===== src/rtl/core/dimacs_cnf_stream_parser_unit_macros.svh =====
// assertion macros shared by the parser rtl
`ifndef DIMACS_CNF_STREAM_PARSER_UNIT_MACROS_SVH
`define DIMACS_CNF_STREAM_PARSER_UNIT_MACROS_SVH
`ifndef SYNTHESIS
`define DCP_ASSERT_IMP(label, ante, cons, msg) \
  label: assert property (@(posedge clk_i) disable iff (!rst_ni) (ante) |-> (cons)) \
    else $error(msg);
`define DCP_ASSERT_NXT(label, ante, cons, msg) \
  label: assert property (@(posedge clk_i) disable iff (!rst_ni) (ante) |=> (cons)) \
    else $error(msg);
`else
`define DCP_ASSERT_IMP(label, ante, cons, msg)
`define DCP_ASSERT_NXT(label, ante, cons, msg)
`endif
`endif


===== src/rtl/core/dcp_pkg.sv =====
package dcp_pkg;

  localparam int NumberBits = 32;
  localparam int LineBits   = 24;
  localparam int ColumnBits = 16;

  localparam int MagW     = NumberBits - 1;
  localparam int ProdW    = MagW + 4;
  localparam int ValueW   = 32;
  localparam int CountW   = 31;
  localparam int LineOutW = 24;
  localparam int ColOutW  = 16;

  localparam int FifoDepth = 2;
  localparam int FifoPtrW  = $clog2(FifoDepth);
  localparam int FifoCntW  = $clog2(FifoDepth + 1);

  localparam logic [7:0] ChSpace = 8'h20;
  localparam logic [7:0] ChTab   = 8'h09;
  localparam logic [7:0] ChNl    = 8'h0a;
  localparam logic [7:0] ChC     = 8'h63;
  localparam logic [7:0] ChN     = 8'h6e;
  localparam logic [7:0] ChF     = 8'h66;
  localparam logic [7:0] ChP     = 8'h70;
  localparam logic [7:0] ChPct   = 8'h25;
  localparam logic [7:0] ChMinus = 8'h2d;
  localparam logic [7:0] ChPlus  = 8'h2b;
  localparam logic [7:0] ChZero  = 8'h30;
  localparam logic [7:0] ChNine  = 8'h39;

  typedef enum logic [3:0] {
    ModeLine,
    ModeSkip,
    ModeHalt,
    ModeFmtWs,
    ModeFmtN,
    ModeFmtF,
    ModeVarsWs,
    ModeVars,
    ModeClsWs,
    ModeCls,
    ModeClWs,
    ModeLit
  } mode_e;

  typedef enum logic [2:0] {
    KindHeader,
    KindLiteral,
    KindClauseEnd,
    KindDone,
    KindTrivSat,
    KindError
  } kind_e;

  typedef enum logic [2:0] {
    ErrDupHeader,
    ErrNotCnf,
    ErrNegVars,
    ErrNegClauses,
    ErrNoTerm,
    ErrBadLiteral,
    ErrNoHeader,
    ErrOverflow
  } err_e;

  typedef struct packed {
    mode_e                 mode;
    logic                  hdr;
    logic [MagW-1:0]       acc;
    logic                  neg;
    logic                  dig;
    logic [MagW-1:0]       held;
    logic [LineBits-1:0]   line;
    logic [ColumnBits-1:0] colc;
  } state_t;

  typedef struct packed {
    kind_e                     kind;
    logic signed [ValueW-1:0]  value;
    logic [CountW-1:0]         clause_count;
    err_e                      error_code;
    logic [LineOutW-1:0]       line_number;
    logic [ColOutW-1:0]        column;
    logic                      last_of_run;
  } res_t;

  function automatic res_t mk_plain(kind_e k);
    res_t r;
    r              = '0;
    r.kind         = k;
    r.error_code   = ErrDupHeader;
    return r;
  endfunction

endpackage


===== src/rtl/core/dcp_stream_if.sv =====
interface dcp_in_if;
  logic       valid;
  logic       ready;
  logic [7:0] text_byte;
  logic       end_of_input;

  modport source (output valid, output text_byte, output end_of_input, input ready);
  modport sink (input valid, input text_byte, input end_of_input, output ready);
endinterface

interface dcp_out_if;
  import dcp_pkg::*;

  logic                     valid;
  logic                     ready;
  logic [2:0]               kind;
  logic signed [ValueW-1:0] value;
  logic [CountW-1:0]        clause_count;
  logic [2:0]               error_code;
  logic [LineOutW-1:0]      line_number;
  logic [ColOutW-1:0]       column;
  logic                     last_of_run;

  modport source (
    output valid, output kind, output value, output clause_count, output error_code,
    output line_number, output column, output last_of_run, input ready
  );
  modport sink (
    input valid, input kind, input value, input clause_count, input error_code,
    input line_number, input column, input last_of_run, output ready
  );
endinterface


===== src/rtl/core/dcp_step.sv =====
module dcp_step (
  input  dcp_pkg::state_t state_i,
  input  logic [7:0]      text_byte_i,
  input  logic            end_of_input_i,
  output dcp_pkg::state_t state_o,
  output dcp_pkg::res_t   res0_o,
  output dcp_pkg::res_t   res1_o,
  output logic [1:0]      count_o
);
  import dcp_pkg::*;

  logic                  is_ws;
  logic                  is_nl;
  logic                  is_dig;
  logic                  is_sign;
  logic [ColumnBits-1:0] col;
  logic [3:0]            digit;
  logic [ProdW-1:0]      prod;
  logic                  ovf;
  logic                  fall;
  mode_e                 eff;

  logic  fail;
  err_e  fcode;
  logic  fin;
  logic  ev;
  logic  ev_more;
  logic  add;
  state_t st_d;
  res_t   r0;
  res_t   r1;
  logic [1:0] n;

  assign is_ws   = (text_byte_i == ChSpace) || (text_byte_i == ChTab);
  assign is_nl   = (text_byte_i == ChNl);
  assign is_dig  = (text_byte_i >= ChZero) && (text_byte_i <= ChNine);
  assign is_sign = (text_byte_i == ChMinus) || (text_byte_i == ChPlus);
  assign col     = (state_i.colc != '1) ? state_i.colc + ColumnBits'(1) : state_i.colc;
  assign digit   = text_byte_i[3:0];

  // acc * 10 + digit, checked against the largest magnitude
  assign prod = (ProdW'(state_i.acc) << 3) + (ProdW'(state_i.acc) << 1) + ProdW'(digit);
  assign ovf  = prod > ProdW'({MagW{1'b1}});

  // a clause line starts on its first character and is decoded in the same step
  assign fall = (state_i.mode == ModeLine) && !is_ws && !is_nl && (text_byte_i != ChC) &&
                (text_byte_i != ChPct) && (text_byte_i != ChP) && state_i.hdr;
  assign eff  = fall ? ModeClWs : state_i.mode;

  always_comb begin
    st_d    = state_i;
    r0      = mk_plain(KindDone);
    r1      = mk_plain(KindDone);
    n       = 2'd0;
    fail    = 1'b0;
    fcode   = ErrDupHeader;
    fin     = 1'b0;
    ev      = 1'b0;
    ev_more = 1'b0;
    add     = 1'b0;

    if (state_i.mode == ModeHalt) begin
      st_d = state_i;
    end else if (end_of_input_i) begin
      unique case (state_i.mode) inside
        ModeLine, ModeSkip: begin
          n = 2'd1;
        end
        ModeFmtWs, ModeFmtN, ModeFmtF: begin
          fail  = 1'b1;
          fcode = ErrNotCnf;
        end
        ModeVarsWs, ModeVars: ev  = 1'b1;
        ModeClsWs, ModeCls:   fin = 1'b1;
        default: begin
          fail  = 1'b1;
          fcode = ErrNoTerm;
        end
      endcase
    end else begin
      st_d.colc = col;
      unique case (eff) inside
        ModeLine: begin
          if (is_ws || is_nl) begin
            st_d.mode = ModeLine;
          end else if (text_byte_i == ChC) begin
            st_d.mode = ModeSkip;
          end else if (text_byte_i == ChPct) begin
            st_d.mode = ModeHalt;
            n         = 2'd1;
          end else if (text_byte_i == ChP) begin
            if (state_i.hdr) begin
              fail  = 1'b1;
              fcode = ErrDupHeader;
            end else begin
              st_d.hdr  = 1'b1;
              st_d.mode = ModeFmtWs;
            end
          end else begin
            fail  = 1'b1;
            fcode = ErrNoHeader;
          end
        end
        ModeSkip: st_d.mode = ModeSkip;
        ModeFmtWs: begin
          if (text_byte_i == ChC) begin
            st_d.mode = ModeFmtN;
          end else if (!is_ws) begin
            fail  = 1'b1;
            fcode = ErrNotCnf;
          end
        end
        ModeFmtN: begin
          if (text_byte_i == ChN) begin
            st_d.mode = ModeFmtF;
          end else begin
            fail  = 1'b1;
            fcode = ErrNotCnf;
          end
        end
        ModeFmtF: begin
          if (text_byte_i == ChF) begin
            st_d.acc  = '0;
            st_d.neg  = 1'b0;
            st_d.dig  = 1'b0;
            st_d.mode = ModeVarsWs;
          end else begin
            fail  = 1'b1;
            fcode = ErrNotCnf;
          end
        end
        ModeVarsWs, ModeClsWs: begin
          if (is_ws) begin
            st_d.mode = state_i.mode;
          end else if (is_sign) begin
            st_d.neg  = (text_byte_i == ChMinus);
            st_d.mode = (state_i.mode == ModeVarsWs) ? ModeVars : ModeCls;
          end else if (is_dig) begin
            add       = 1'b1;
            st_d.mode = (state_i.mode == ModeVarsWs) ? ModeVars : ModeCls;
          end else if (state_i.mode == ModeVarsWs) begin
            ev = 1'b1;
          end else begin
            fin = 1'b1;
          end
        end
        ModeVars: begin
          if (is_dig) begin
            add = 1'b1;
          end else begin
            ev      = 1'b1;
            ev_more = is_ws;
          end
        end
        ModeCls: begin
          if (is_dig) add = 1'b1;
          else        fin = 1'b1;
        end
        ModeClWs: begin
          if (is_ws) begin
            st_d.mode = ModeClWs;
          end else if (is_nl) begin
            fail  = 1'b1;
            fcode = ErrNoTerm;
          end else if (text_byte_i == ChZero) begin
            r0        = mk_plain(KindClauseEnd);
            n         = 2'd1;
            st_d.mode = ModeSkip;
          end else if (is_sign) begin
            st_d.acc  = '0;
            st_d.dig  = 1'b0;
            st_d.neg  = (text_byte_i == ChMinus);
            st_d.mode = ModeLit;
          end else if (is_dig) begin
            // a single digit never overflows
            st_d.acc  = MagW'(digit);
            st_d.dig  = 1'b1;
            st_d.neg  = 1'b0;
            st_d.mode = ModeLit;
          end else begin
            fail  = 1'b1;
            fcode = ErrBadLiteral;
          end
        end
        ModeLit: begin
          if (is_dig) begin
            add = 1'b1;
          end else if (is_ws) begin
            if (!state_i.dig || state_i.acc == '0) begin
              fail  = 1'b1;
              fcode = ErrBadLiteral;
            end else begin
              r0       = mk_plain(KindLiteral);
              r0.value = state_i.neg ? -(ValueW'(state_i.acc)) : ValueW'(state_i.acc);
              n        = 2'd1;
              st_d.acc  = '0;
              st_d.neg  = 1'b0;
              st_d.dig  = 1'b0;
              st_d.mode = ModeClWs;
            end
          end else if (is_nl) begin
            fail  = 1'b1;
            fcode = ErrNoTerm;
          end else begin
            fail  = 1'b1;
            fcode = ErrBadLiteral;
          end
        end
        default: st_d.mode = ModeHalt;
      endcase
    end

    if (add) begin
      if (ovf) begin
        fail  = 1'b1;
        fcode = ErrOverflow;
      end else begin
        st_d.acc = prod[MagW-1:0];
        st_d.dig = 1'b1;
      end
    end

    // end of the variable count
    if (ev) begin
      if (state_i.neg && state_i.acc != '0) begin
        fail  = 1'b1;
        fcode = ErrNegVars;
      end else begin
        st_d.held = state_i.acc;
        st_d.acc  = '0;
        st_d.neg  = 1'b0;
        st_d.dig  = 1'b0;
        if (ev_more) begin
          st_d.mode = ModeClsWs;
        end else begin
          // clause count left empty reads as zero
          st_d.mode = ModeHalt;
          r0        = mk_plain(KindTrivSat);
          n         = 2'd1;
        end
      end
    end

    // end of the clause count
    if (fin) begin
      if (state_i.neg && state_i.acc != '0) begin
        fail  = 1'b1;
        fcode = ErrNegClauses;
      end else begin
        st_d.acc = '0;
        st_d.neg = 1'b0;
        st_d.dig = 1'b0;
        n        = 2'd1;
        if (state_i.held == '0 || state_i.acc == '0) begin
          st_d.mode = ModeHalt;
          r0        = mk_plain(KindTrivSat);
        end else begin
          st_d.mode       = ModeSkip;
          r0              = mk_plain(KindHeader);
          r0.value        = ValueW'(state_i.held);
          r0.clause_count = CountW'(state_i.acc);
        end
      end
    end

    if (fail) begin
      st_d.mode      = ModeHalt;
      r0             = mk_plain(KindError);
      r0.error_code  = fcode;
      r0.line_number = LineOutW'(state_i.line);
      r0.column      = ColOutW'(col);
      n              = 2'd1;
    end

    if (end_of_input_i && state_i.mode != ModeHalt) begin
      st_d.mode = ModeHalt;
      if (n == 2'd1 && r0.kind == KindHeader) n = 2'd2;
    end

    if (!end_of_input_i && is_nl && st_d.mode != ModeHalt) begin
      st_d.mode = ModeLine;
      st_d.colc = '0;
      if (state_i.line != '1) st_d.line = state_i.line + LineBits'(1);
    end

    if (n == 2'd1) r0.last_of_run = 1'b1;
    if (n == 2'd2) r1.last_of_run = 1'b1;
  end

  assign state_o = st_d;
  assign res0_o  = r0;
  assign res1_o  = r1;
  assign count_o = n;

endmodule


===== src/rtl/core/dcp_res_fifo.sv =====
`include "dimacs_cnf_stream_parser_unit_macros.svh"

module dcp_res_fifo (
  input  logic          clk_i,
  input  logic          rst_ni,
  input  logic          push_i,
  input  dcp_pkg::res_t data_i,
  output logic          full_o,
  output logic          valid_o,
  output dcp_pkg::res_t data_o,
  input  logic          pop_i
);
  import dcp_pkg::*;

  res_t                mem_q [FifoDepth];
  logic [FifoPtrW-1:0] wr_q;
  logic [FifoPtrW-1:0] rd_q;
  logic [FifoCntW-1:0] cnt_q;
  logic                do_push;
  logic                do_pop;

  assign full_o  = (cnt_q == FifoCntW'(FifoDepth));
  assign valid_o = (cnt_q != '0);
  assign data_o  = mem_q[rd_q];
  assign do_push = push_i && !full_o;
  assign do_pop  = pop_i && valid_o;

  always_ff @(posedge clk_i or negedge rst_ni) begin
    if (!rst_ni) begin
      wr_q  <= '0;
      rd_q  <= '0;
      cnt_q <= '0;
    end else begin
      if (do_push) wr_q <= wr_q + FifoPtrW'(1);
      if (do_pop)  rd_q <= rd_q + FifoPtrW'(1);
      if (do_push && !do_pop)      cnt_q <= cnt_q + FifoCntW'(1);
      else if (!do_push && do_pop) cnt_q <= cnt_q - FifoCntW'(1);
    end
  end

  always_ff @(posedge clk_i) begin
    if (do_push) mem_q[wr_q] <= data_i;
  end

  `DCP_ASSERT_IMP(a_fifo_no_drop, push_i, !full_o, "result pushed into full queue")

endmodule


===== src/rtl/core/dimacs_cnf_stream_parser_unit.sv =====
// dimacs cnf stream parser
// in_i carries one text byte per transfer, or an end-of-input mark (byte ignored).
// out_o carries decoded items: header, literal, clause end, done, trivially
// satisfiable or error (with error code, line and column of the offending byte).
// last_of_run flags the final item caused by one input transfer.
// a byte taken into the input register is decoded in a single pass into a
// two-entry result queue; one byte is taken every cycle unless a pending item
// or a full queue stalls the decode. an end of input that closes a header gives
// the header and then done, the second item waiting in the pending register.
// after done, trivially satisfiable or an error the parser halts: bytes are still
// taken but give no items until reset.
// reset (rst_ni low) returns to the start of line one with no header seen and
// empties the result queue.
// when out_o stalls the queue fills and in_i.ready drops; nothing is lost.
`include "dimacs_cnf_stream_parser_unit_macros.svh"

module dimacs_cnf_stream_parser_unit (
  input  logic            clk_i,
  input  logic            rst_ni,
  dcp_in_if.sink          in_i,
  dcp_out_if.source       out_o
);
  import dcp_pkg::*;

  logic       stage_v_q;
  logic [7:0] stage_byte_q;
  logic       stage_eoi_q;
  state_t     state_q;
  logic       pend_q;
  res_t       pend_res_q;

  state_t     step_state;
  res_t       step_res0;
  res_t       step_res1;
  logic [1:0] step_cnt;
  logic       step_go;
  logic       accept;
  logic       push;
  res_t       push_data;
  logic       fifo_full;
  logic       fifo_valid;
  res_t       fifo_data;

  dcp_step u_step (
    .state_i        (state_q),
    .text_byte_i    (stage_byte_q),
    .end_of_input_i (stage_eoi_q),
    .state_o        (step_state),
    .res0_o         (step_res0),
    .res1_o         (step_res1),
    .count_o        (step_cnt)
  );

  assign step_go    = stage_v_q && !pend_q && !fifo_full;
  assign in_i.ready = !stage_v_q || step_go;
  assign accept     = in_i.valid && in_i.ready;

  // a second result waits in the pending register
  assign push      = (step_go && step_cnt != 2'd0) || (pend_q && !fifo_full);
  assign push_data = pend_q ? pend_res_q : step_res0;

  always_ff @(posedge clk_i or negedge rst_ni) begin
    if (!rst_ni) begin
      stage_v_q    <= 1'b0;
      pend_q       <= 1'b0;
      state_q      <= '{mode: ModeLine, hdr: 1'b0, acc: '0, neg: 1'b0, dig: 1'b0,
                        held: '0, line: LineBits'(1), colc: '0};
    end else begin
      if (accept)       stage_v_q <= 1'b1;
      else if (step_go) stage_v_q <= 1'b0;
      if (step_go) state_q <= step_state;
      if (pend_q && !fifo_full)           pend_q <= 1'b0;
      else if (step_go && step_cnt == 2'd2) pend_q <= 1'b1;
    end
  end

  always_ff @(posedge clk_i) begin
    if (accept) begin
      stage_byte_q <= in_i.text_byte;
      stage_eoi_q  <= in_i.end_of_input;
    end
    if (step_go) pend_res_q <= step_res1;
  end

  dcp_res_fifo u_fifo (
    .clk_i   (clk_i),
    .rst_ni  (rst_ni),
    .push_i  (push),
    .data_i  (push_data),
    .full_o  (fifo_full),
    .valid_o (fifo_valid),
    .data_o  (fifo_data),
    .pop_i   (out_o.ready)
  );

  assign out_o.valid        = fifo_valid;
  assign out_o.kind         = fifo_data.kind;
  assign out_o.value        = fifo_data.value;
  assign out_o.clause_count = fifo_data.clause_count;
  assign out_o.error_code   = fifo_data.error_code;
  assign out_o.line_number  = fifo_data.line_number;
  assign out_o.column       = fifo_data.column;
  assign out_o.last_of_run  = fifo_data.last_of_run;

  `DCP_ASSERT_IMP(a_pend_halted, pend_q, state_q.mode == ModeHalt, "pending item while running")
  `DCP_ASSERT_IMP(a_halt_silent, step_go && state_q.mode == ModeHalt, step_cnt == 2'd0, "item after halt")
  `DCP_ASSERT_NXT(a_err_halts, push && push_data.kind == KindError, state_q.mode == ModeHalt, "no halt after error")
  `DCP_ASSERT_IMP(a_line_nonzero, stage_v_q, state_q.line != '0, "line counter at zero")

endmodule


===== src/flat_wrapper.sv =====
// flat-port wrapper written by rule: the top's interface ports become plain ports
module dimacs_cnf_stream_parser_unit_flat import dcp_pkg::*;
  (clk_i, rst_ni, in_i_valid, in_i_text_byte, in_i_end_of_input, in_i_ready, out_o_valid, out_o_kind, out_o_value, out_o_clause_count, out_o_error_code, out_o_line_number, out_o_column, out_o_last_of_run, out_o_ready);
  dcp_in_if in_i_i ();
  dcp_out_if out_o_i ();
  input  logic clk_i;
  input  logic rst_ni;
  input wire logic [$bits(in_i_i.valid)-1:0] in_i_valid;
  input wire logic [$bits(in_i_i.text_byte)-1:0] in_i_text_byte;
  input wire logic [$bits(in_i_i.end_of_input)-1:0] in_i_end_of_input;
  output wire logic [$bits(in_i_i.ready)-1:0] in_i_ready;
  output wire logic [$bits(out_o_i.valid)-1:0] out_o_valid;
  output wire logic [$bits(out_o_i.kind)-1:0] out_o_kind;
  output wire logic [$bits(out_o_i.value)-1:0] out_o_value;
  output wire logic [$bits(out_o_i.clause_count)-1:0] out_o_clause_count;
  output wire logic [$bits(out_o_i.error_code)-1:0] out_o_error_code;
  output wire logic [$bits(out_o_i.line_number)-1:0] out_o_line_number;
  output wire logic [$bits(out_o_i.column)-1:0] out_o_column;
  output wire logic [$bits(out_o_i.last_of_run)-1:0] out_o_last_of_run;
  input wire logic [$bits(out_o_i.ready)-1:0] out_o_ready;
  assign in_i_i.valid = in_i_valid;
  assign in_i_i.text_byte = in_i_text_byte;
  assign in_i_i.end_of_input = in_i_end_of_input;
  assign in_i_ready = in_i_i.ready;
  assign out_o_valid = out_o_i.valid;
  assign out_o_kind = out_o_i.kind;
  assign out_o_value = out_o_i.value;
  assign out_o_clause_count = out_o_i.clause_count;
  assign out_o_error_code = out_o_i.error_code;
  assign out_o_line_number = out_o_i.line_number;
  assign out_o_column = out_o_i.column;
  assign out_o_last_of_run = out_o_i.last_of_run;
  assign out_o_i.ready = out_o_ready;
  dimacs_cnf_stream_parser_unit u_core (.clk_i(clk_i), .rst_ni(rst_ni), .in_i(in_i_i), .out_o(out_o_i));
endmodule

===== config.mk =====
export PLATFORM = sky130hd
export DESIGN_NAME = dimacs_cnf_stream_parser_unit_flat
export DESIGN_NICKNAME = d
export VERILOG_FILES = /design/src/rtl/core/dcp_pkg.sv /design/src/rtl/core/dcp_stream_if.sv /design/src/rtl/core/dcp_step.sv /design/src/rtl/core/dcp_res_fifo.sv /design/src/rtl/core/dimacs_cnf_stream_parser_unit.sv /design/src/flat_wrapper.sv
export VERILOG_INCLUDE_DIRS = /design/src /design/src/rtl/core
export SDC_FILE = /design/constraint.sdc
export NUM_CORES = 1
export LEC_CHECK = 0
export BUFFER_PORTS_ARGS = -buffer_cell sky130_fd_sc_hd__buf_2
export CAP_MARGIN = 20
export CORE_MARGIN = 2
export CORE_UTILIZATION = 61
export DETAILED_ROUTE_END_ITERATION = 6
export PLACE_DENSITY = 0.79
export SLEW_MARGIN = 20
export SYNTH_ARGS = -nofsm -noshare
export SYNTH_HDL_FRONTEND = slang
export SYNTH_SLANG_ARGS = --single-unit

===== constraint.sdc =====
create_clock -name clk_i -period 9.6 [get_ports clk_i]
set_input_delay 1.44 -clock clk_i [delete_from_list [all_inputs] [get_ports clk_i]]
set_output_delay 1.44 -clock clk_i [all_outputs]
set_load 0.005 [all_outputs]

==> results.rst <==
.. list-table::
   :header-rows: 1

   * - Metric
     - Value
   * - Final number of max-transition violations
     - 0
   * - Relative max-transition margin
     - 29.6%
   * - Worst hold slack
     - 488 ps
   * - Main synth FF type
     - sky130_fd_sc_hd__edfxtp_1
   * - Number of H-tree branching levels
     - 2
   * - Netlist area before placement
     - 0.0186 mm²
   * - Count of cell types in the netlist
     - around 90
   * - First drt pass iteration count
     - 5
   * - Hold Crit Class
     - reg -> reg
   * - Slew at the pin closest to its max-slew limit
     - ~1100 ps
   * - Worst path slowest cell
     - sky130_fd_sc_hd__nor2_4
   * - Critical Path Start
     - u_core.stage_byte_q[3]$_DFFE_PP_
   * - Result of the run
     - complete, no violations
   * - Largest cells by area after synthesis
     - sky130_fd_sc_hd__edfxtp_1 (37%), sky130_fd_sc_hd__dfrtp_1 (15%), sky130_fd_sc_hd__mux2_2 (8.6%)
   * - Post-DR wirelength/cell
     - 20.8 µm
   * - Leading cell type in the layout, fill and taps excluded
     - sky130_fd_sc_hd__edfxtp_1
   * - Wire length of the first global-routing pass
     - 69.3 mm
   * - Crit path cell chain
     - inv_1 > fa_1 > fa_1 > nand2b_1 > a21oi_1 > o211a_1 > nor3_1 > o41ai_1 > xor2_1 > o41ai_4 > and4_1 > a2bb2oi_2 > nor2_4 > buf_12
   * - Post-detailed-route DRC marker count
     - 0
   * - Library cell occupying the most area in the post-synthesis netlist
     - sky130_fd_sc_hd__edfxtp_1
   * - Final cycle utilization of the critical path
     - 58.6%
   * - Die Span X
     - 179 µm
   * - Mapped Avg Cell Area
     - 11.6 µm²
   * - Vias
     - 13600
   * - Top cell by count, worst path
     - sky130_fd_sc_hd__fa_1
   * - Number of synthesis warnings
     - 0
   * - Number of enable flip-flop cells after synthesis
     - 230
   * - Detailed Route Iter0 Violations
     - between 1500 and 2000
   * - Total congestion overflow
     - 0
   * - Number of global-route vias before repair
     - 12900
   * - CP arrival
     - 5800 ps
   * - Post-Syn Instances
     - approximately 1600
   * - Area of the die
     - 0.0319 mm²
   * - Final estimated routing congestion in global placement
     - 0.964
   * - Average vias per placed instance
     - 6.42
   * - Max-cap violation count
     - 0
   * - Number of buffers added by the clock tree synthesis step
     - 36
   * - Site Rows
     - 63
   * - Part of the Yosys area used for sequential elements
     - 52.6%
   * - Number of diodes
     - 0
   * - Capturing element type of the critical path
     - flip-flop
   * - CTS root buf
     - sky130_fd_sc_hd__clkbuf_16
   * - Crit-path max FO
     - 78
   * - Worst clock skew
     - 11.8 ps
   * - Share of the synthesized area in the top cell type
     - ~37%
   * - Launching point of the worst reg2reg path
     - u_core.stage_byte_q[3]$_DFFE_PP_
   * - Setup CP Type
     - reg -> reg
   * - Hpwl dp
     - 29.9 mm
   * - Number of antenna violations at the first check in global routing
     - 0
   * - Skew-Pair Late Insertion Delay
     - 530 ps
   * - Endpoint required time on the critical path
     - 9770 ps
   * - Stages on worst setup path
     - 14
   * - Post-synth net total
     - 1691
   * - Sink Count
     - between 300 and 400
   * - Setup TNS
     - 0 ps
   * - RSZ-0062 raised after global routing
     - false
   * - Depth of the most critical reg-to-reg path
     - 14
   * - Post-CTS clock slew at the launch and capture registers of the worst setup and hold paths
     - ~60 ps
   * - Post-CTS Hold Fix Bufs
     - 0
   * - Endpoint of the worst setup timing path
     - u_core.u_fifo.mem_q[0][55]$_DFFE_PP_
   * - Ys async rst share
     - about a third
   * - Stage delay of the slowest cell on the critical path
     - 800 ps
   * - Proportion of layout cells with a drive suffix above 1
     - 22.2%
   * - Number of buffers and inverters on the critical path
     - 2
   * - Largest net degree at the start of global routing
     - 79
   * - Initial Util
     - between 60 and 70%
   * - Area of the core
     - 0.0299 mm²
   * - Final Net Count
     - ~1800
   * - Cell class contributing the biggest share of worst-path delay
     - simple AND/OR/NAND/NOR gates
   * - TritonCTS clock tree
     - done
   * - Peak Freq
     - 178 MHz
   * - Post-CTS repair timing setup buffer count
     - 0
   * - IO Count
     - 125
   * - Height of the die
     - between 150 and 200 µm
   * - Worst R2R End
     - u_core.u_fifo.mem_q[0][55]$_DFFE_PP_
   * - Detailed Route WL
     - 44.0 mm
   * - Clock Path Buffers
     - 3
   * - Commonest cells after routing, fill and taps aside
     - sky130_fd_sc_hd__edfxtp_1 (230), sky130_fd_sc_hd__mux2_2 (142), sky130_fd_sc_hd__buf_2 (123)
   * - Number of buffer cells added on primary ports
     - about 120
   * - Post-cts resize count
     - 0
   * - Setup crit start kind
     - flip-flop
   * - Overall global routing resource usage
     - 27.5%
   * - Power Density
     - 221 mW/mm²
   * - # setup viols final
     - 0
   * - Flop and latch count out of synthesis
     - ~350
   * - Static power due to leakage
     - 0.00854 µW
   * - Shortest clock period the worst path allows after layout
     - approximately 5600 ps
   * - Relative area change from synthesis to final layout
     - 10.9%
   * - FF-to-FF setup slack
     - 3970 ps
   * - Number of endpoints with negative hold slack in the final report
     - 0
   * - Worst vdd ir
     - 167 µV
   * - Final ANT Viol Nets
     - 0
## worst min path at each step
stage / from / end / cells past startpoint
final: u_core.state_q[24]$_DFFE_PN0P_ / u_core.state_q[24]$_DFFE_PN0P_ / 1
after floorplan: u_core.state_q[38]$_DFFE_PN0P_ / u_core.state_q[38]$_DFFE_PN0P_ / 1
after detailed placement: u_core.state_q[37]$_DFFE_PN0P_ / u_core.state_q[37]$_DFFE_PN0P_ / 1
after CTS: u_core.state_q[24]$_DFFE_PN0P_ / u_core.state_q[24]$_DFFE_PN0P_ / 1
after global placement: u_core.state_q[29]$_DFFE_PN0P_ / u_core.state_q[29]$_DFFE_PN0P_ / 1
after global routing: u_core.state_q[31]$_DFFE_PN0P_ / u_core.state_q[31]$_DFFE_PN0P_ / 1
## cells in the mapped netlist, types with 38 or more instances
| cell type | instances |
|---|---|
| sky130_fd_sc_hd__edfxtp_1 | 230 |
| sky130_fd_sc_hd__mux2_2 | 142 |
| sky130_fd_sc_hd__nor2_1 | 116 |
| sky130_fd_sc_hd__dfrtp_1 | 114 |
| sky130_fd_sc_hd__nand2_1 | 91 |
| sky130_fd_sc_hd__a21oi_1 | 66 |
| sky130_fd_sc_hd__ha_1 | 65 |
| sky130_fd_sc_hd__o21ai_0 | 65 |
| sky130_fd_sc_hd__clkbuf_1 | 58 |
| sky130_fd_sc_hd__nor3_1 | 54 |
| sky130_fd_sc_hd__xnor2_1 | 54 |
| sky130_fd_sc_hd__nand3_1 | 46 |
| sky130_fd_sc_hd__xor2_1 | 45 |
| sky130_fd_sc_hd__and2_1 | 38 |
## area by class of cell
class	count	area, µm²
Clock buffer	43	947
Clock inverter	23	223
Multi-Input combinational cell	1146	8350
Timing Repair Buffer	138	753
Inverter	27	101
Fill cell	2137	9220
Tap cell	390	488
Sequential cell	345	9790
## worst register-to-register path, cell delays in order (launching register included)
cell                        delay, ps
sky130_fd_sc_hd__edfxtp_1         660
sky130_fd_sc_hd__inv_1            150
sky130_fd_sc_hd__fa_1             510
sky130_fd_sc_hd__fa_1             460
sky130_fd_sc_hd__nand2b_1         190
sky130_fd_sc_hd__a21oi_1          270
sky130_fd_sc_hd__o211a_1          170
sky130_fd_sc_hd__nor3_1            80
sky130_fd_sc_hd__o41ai_1          410
sky130_fd_sc_hd__xor2_1           350
sky130_fd_sc_hd__o41ai_4          220
sky130_fd_sc_hd__and4_1           250
sky130_fd_sc_hd__a2bb2oi_2        210
sky130_fd_sc_hd__nor2_4           810
sky130_fd_sc_hd__buf_12           430
## logic make-up (layout without fill, tap and decap cells)
| kind of cell | after synthesis | after routing | share of synthesized area [%] |
|---|---|---|---|
| fa+ha+maj | 67 | 67 | 4.58 |
| buf+inv | 120 | 231 | 2.82 |
| mux | 149 | 149 | 8.99 |
| simple gates | 511 | 511 | 14.5 |
| xor+xnor | 99 | 99 | 4.66 |
| flops | 345 | 345 | 52.6 |
| compound gates | 320 | 320 | 11.9 |
## power by group
group	internal, µW	leakage (µW)	switching, µW
Sequential	1830	0.00372	133
Clock	796	0.000571	595
Combinational	495	0.00424	722
## metrics by stage
step           instance area (µm²)  total power [µW]  cells  setup WS (ps)  util, %
2_1_floorplan                18600              2780   1611            975        -
3_3_place_gp                 19500              3160   2046           3910     65.2
3_5_place_dp                 19500              3190   2046           3740     65.2
4_1_cts                      20600              4580   2112           3680     69.1
5_1_grt                      20700              4780   2112           3590     69.1
6_report                     20700              4570   2112           3970     69.1
## registers in the layout, indices dropped and copies added (netlist names)
name / count
u_core.u_fifo.mem_q: 220
u_core.state_q: 109
u_core.stage_byte_q: 8
u_core.u_fifo.cnt_q: 2
u_core.pend_q: 1
u_core.pend_res_q: 1
u_core.stage_eoi_q: 1
u_core.stage_v_q: 1
u_core.u_fifo.rd_q: 1
u_core.u_fifo.wr_q: 1
## per-layer routing
metal | vias to the layer above | track usage (%) | routed length [µm]
met5 | - | 0 | 0
li1 | 6257 | - | -
met4 | 0 | 6.37 | 770
met3 | 63 | 3.82 | 3260
met1 | 6689 | 42.5 | 20400
met2 | 560 | 41.5 | 19500
No activity file was read; power rests on OpenSTA's default activity.
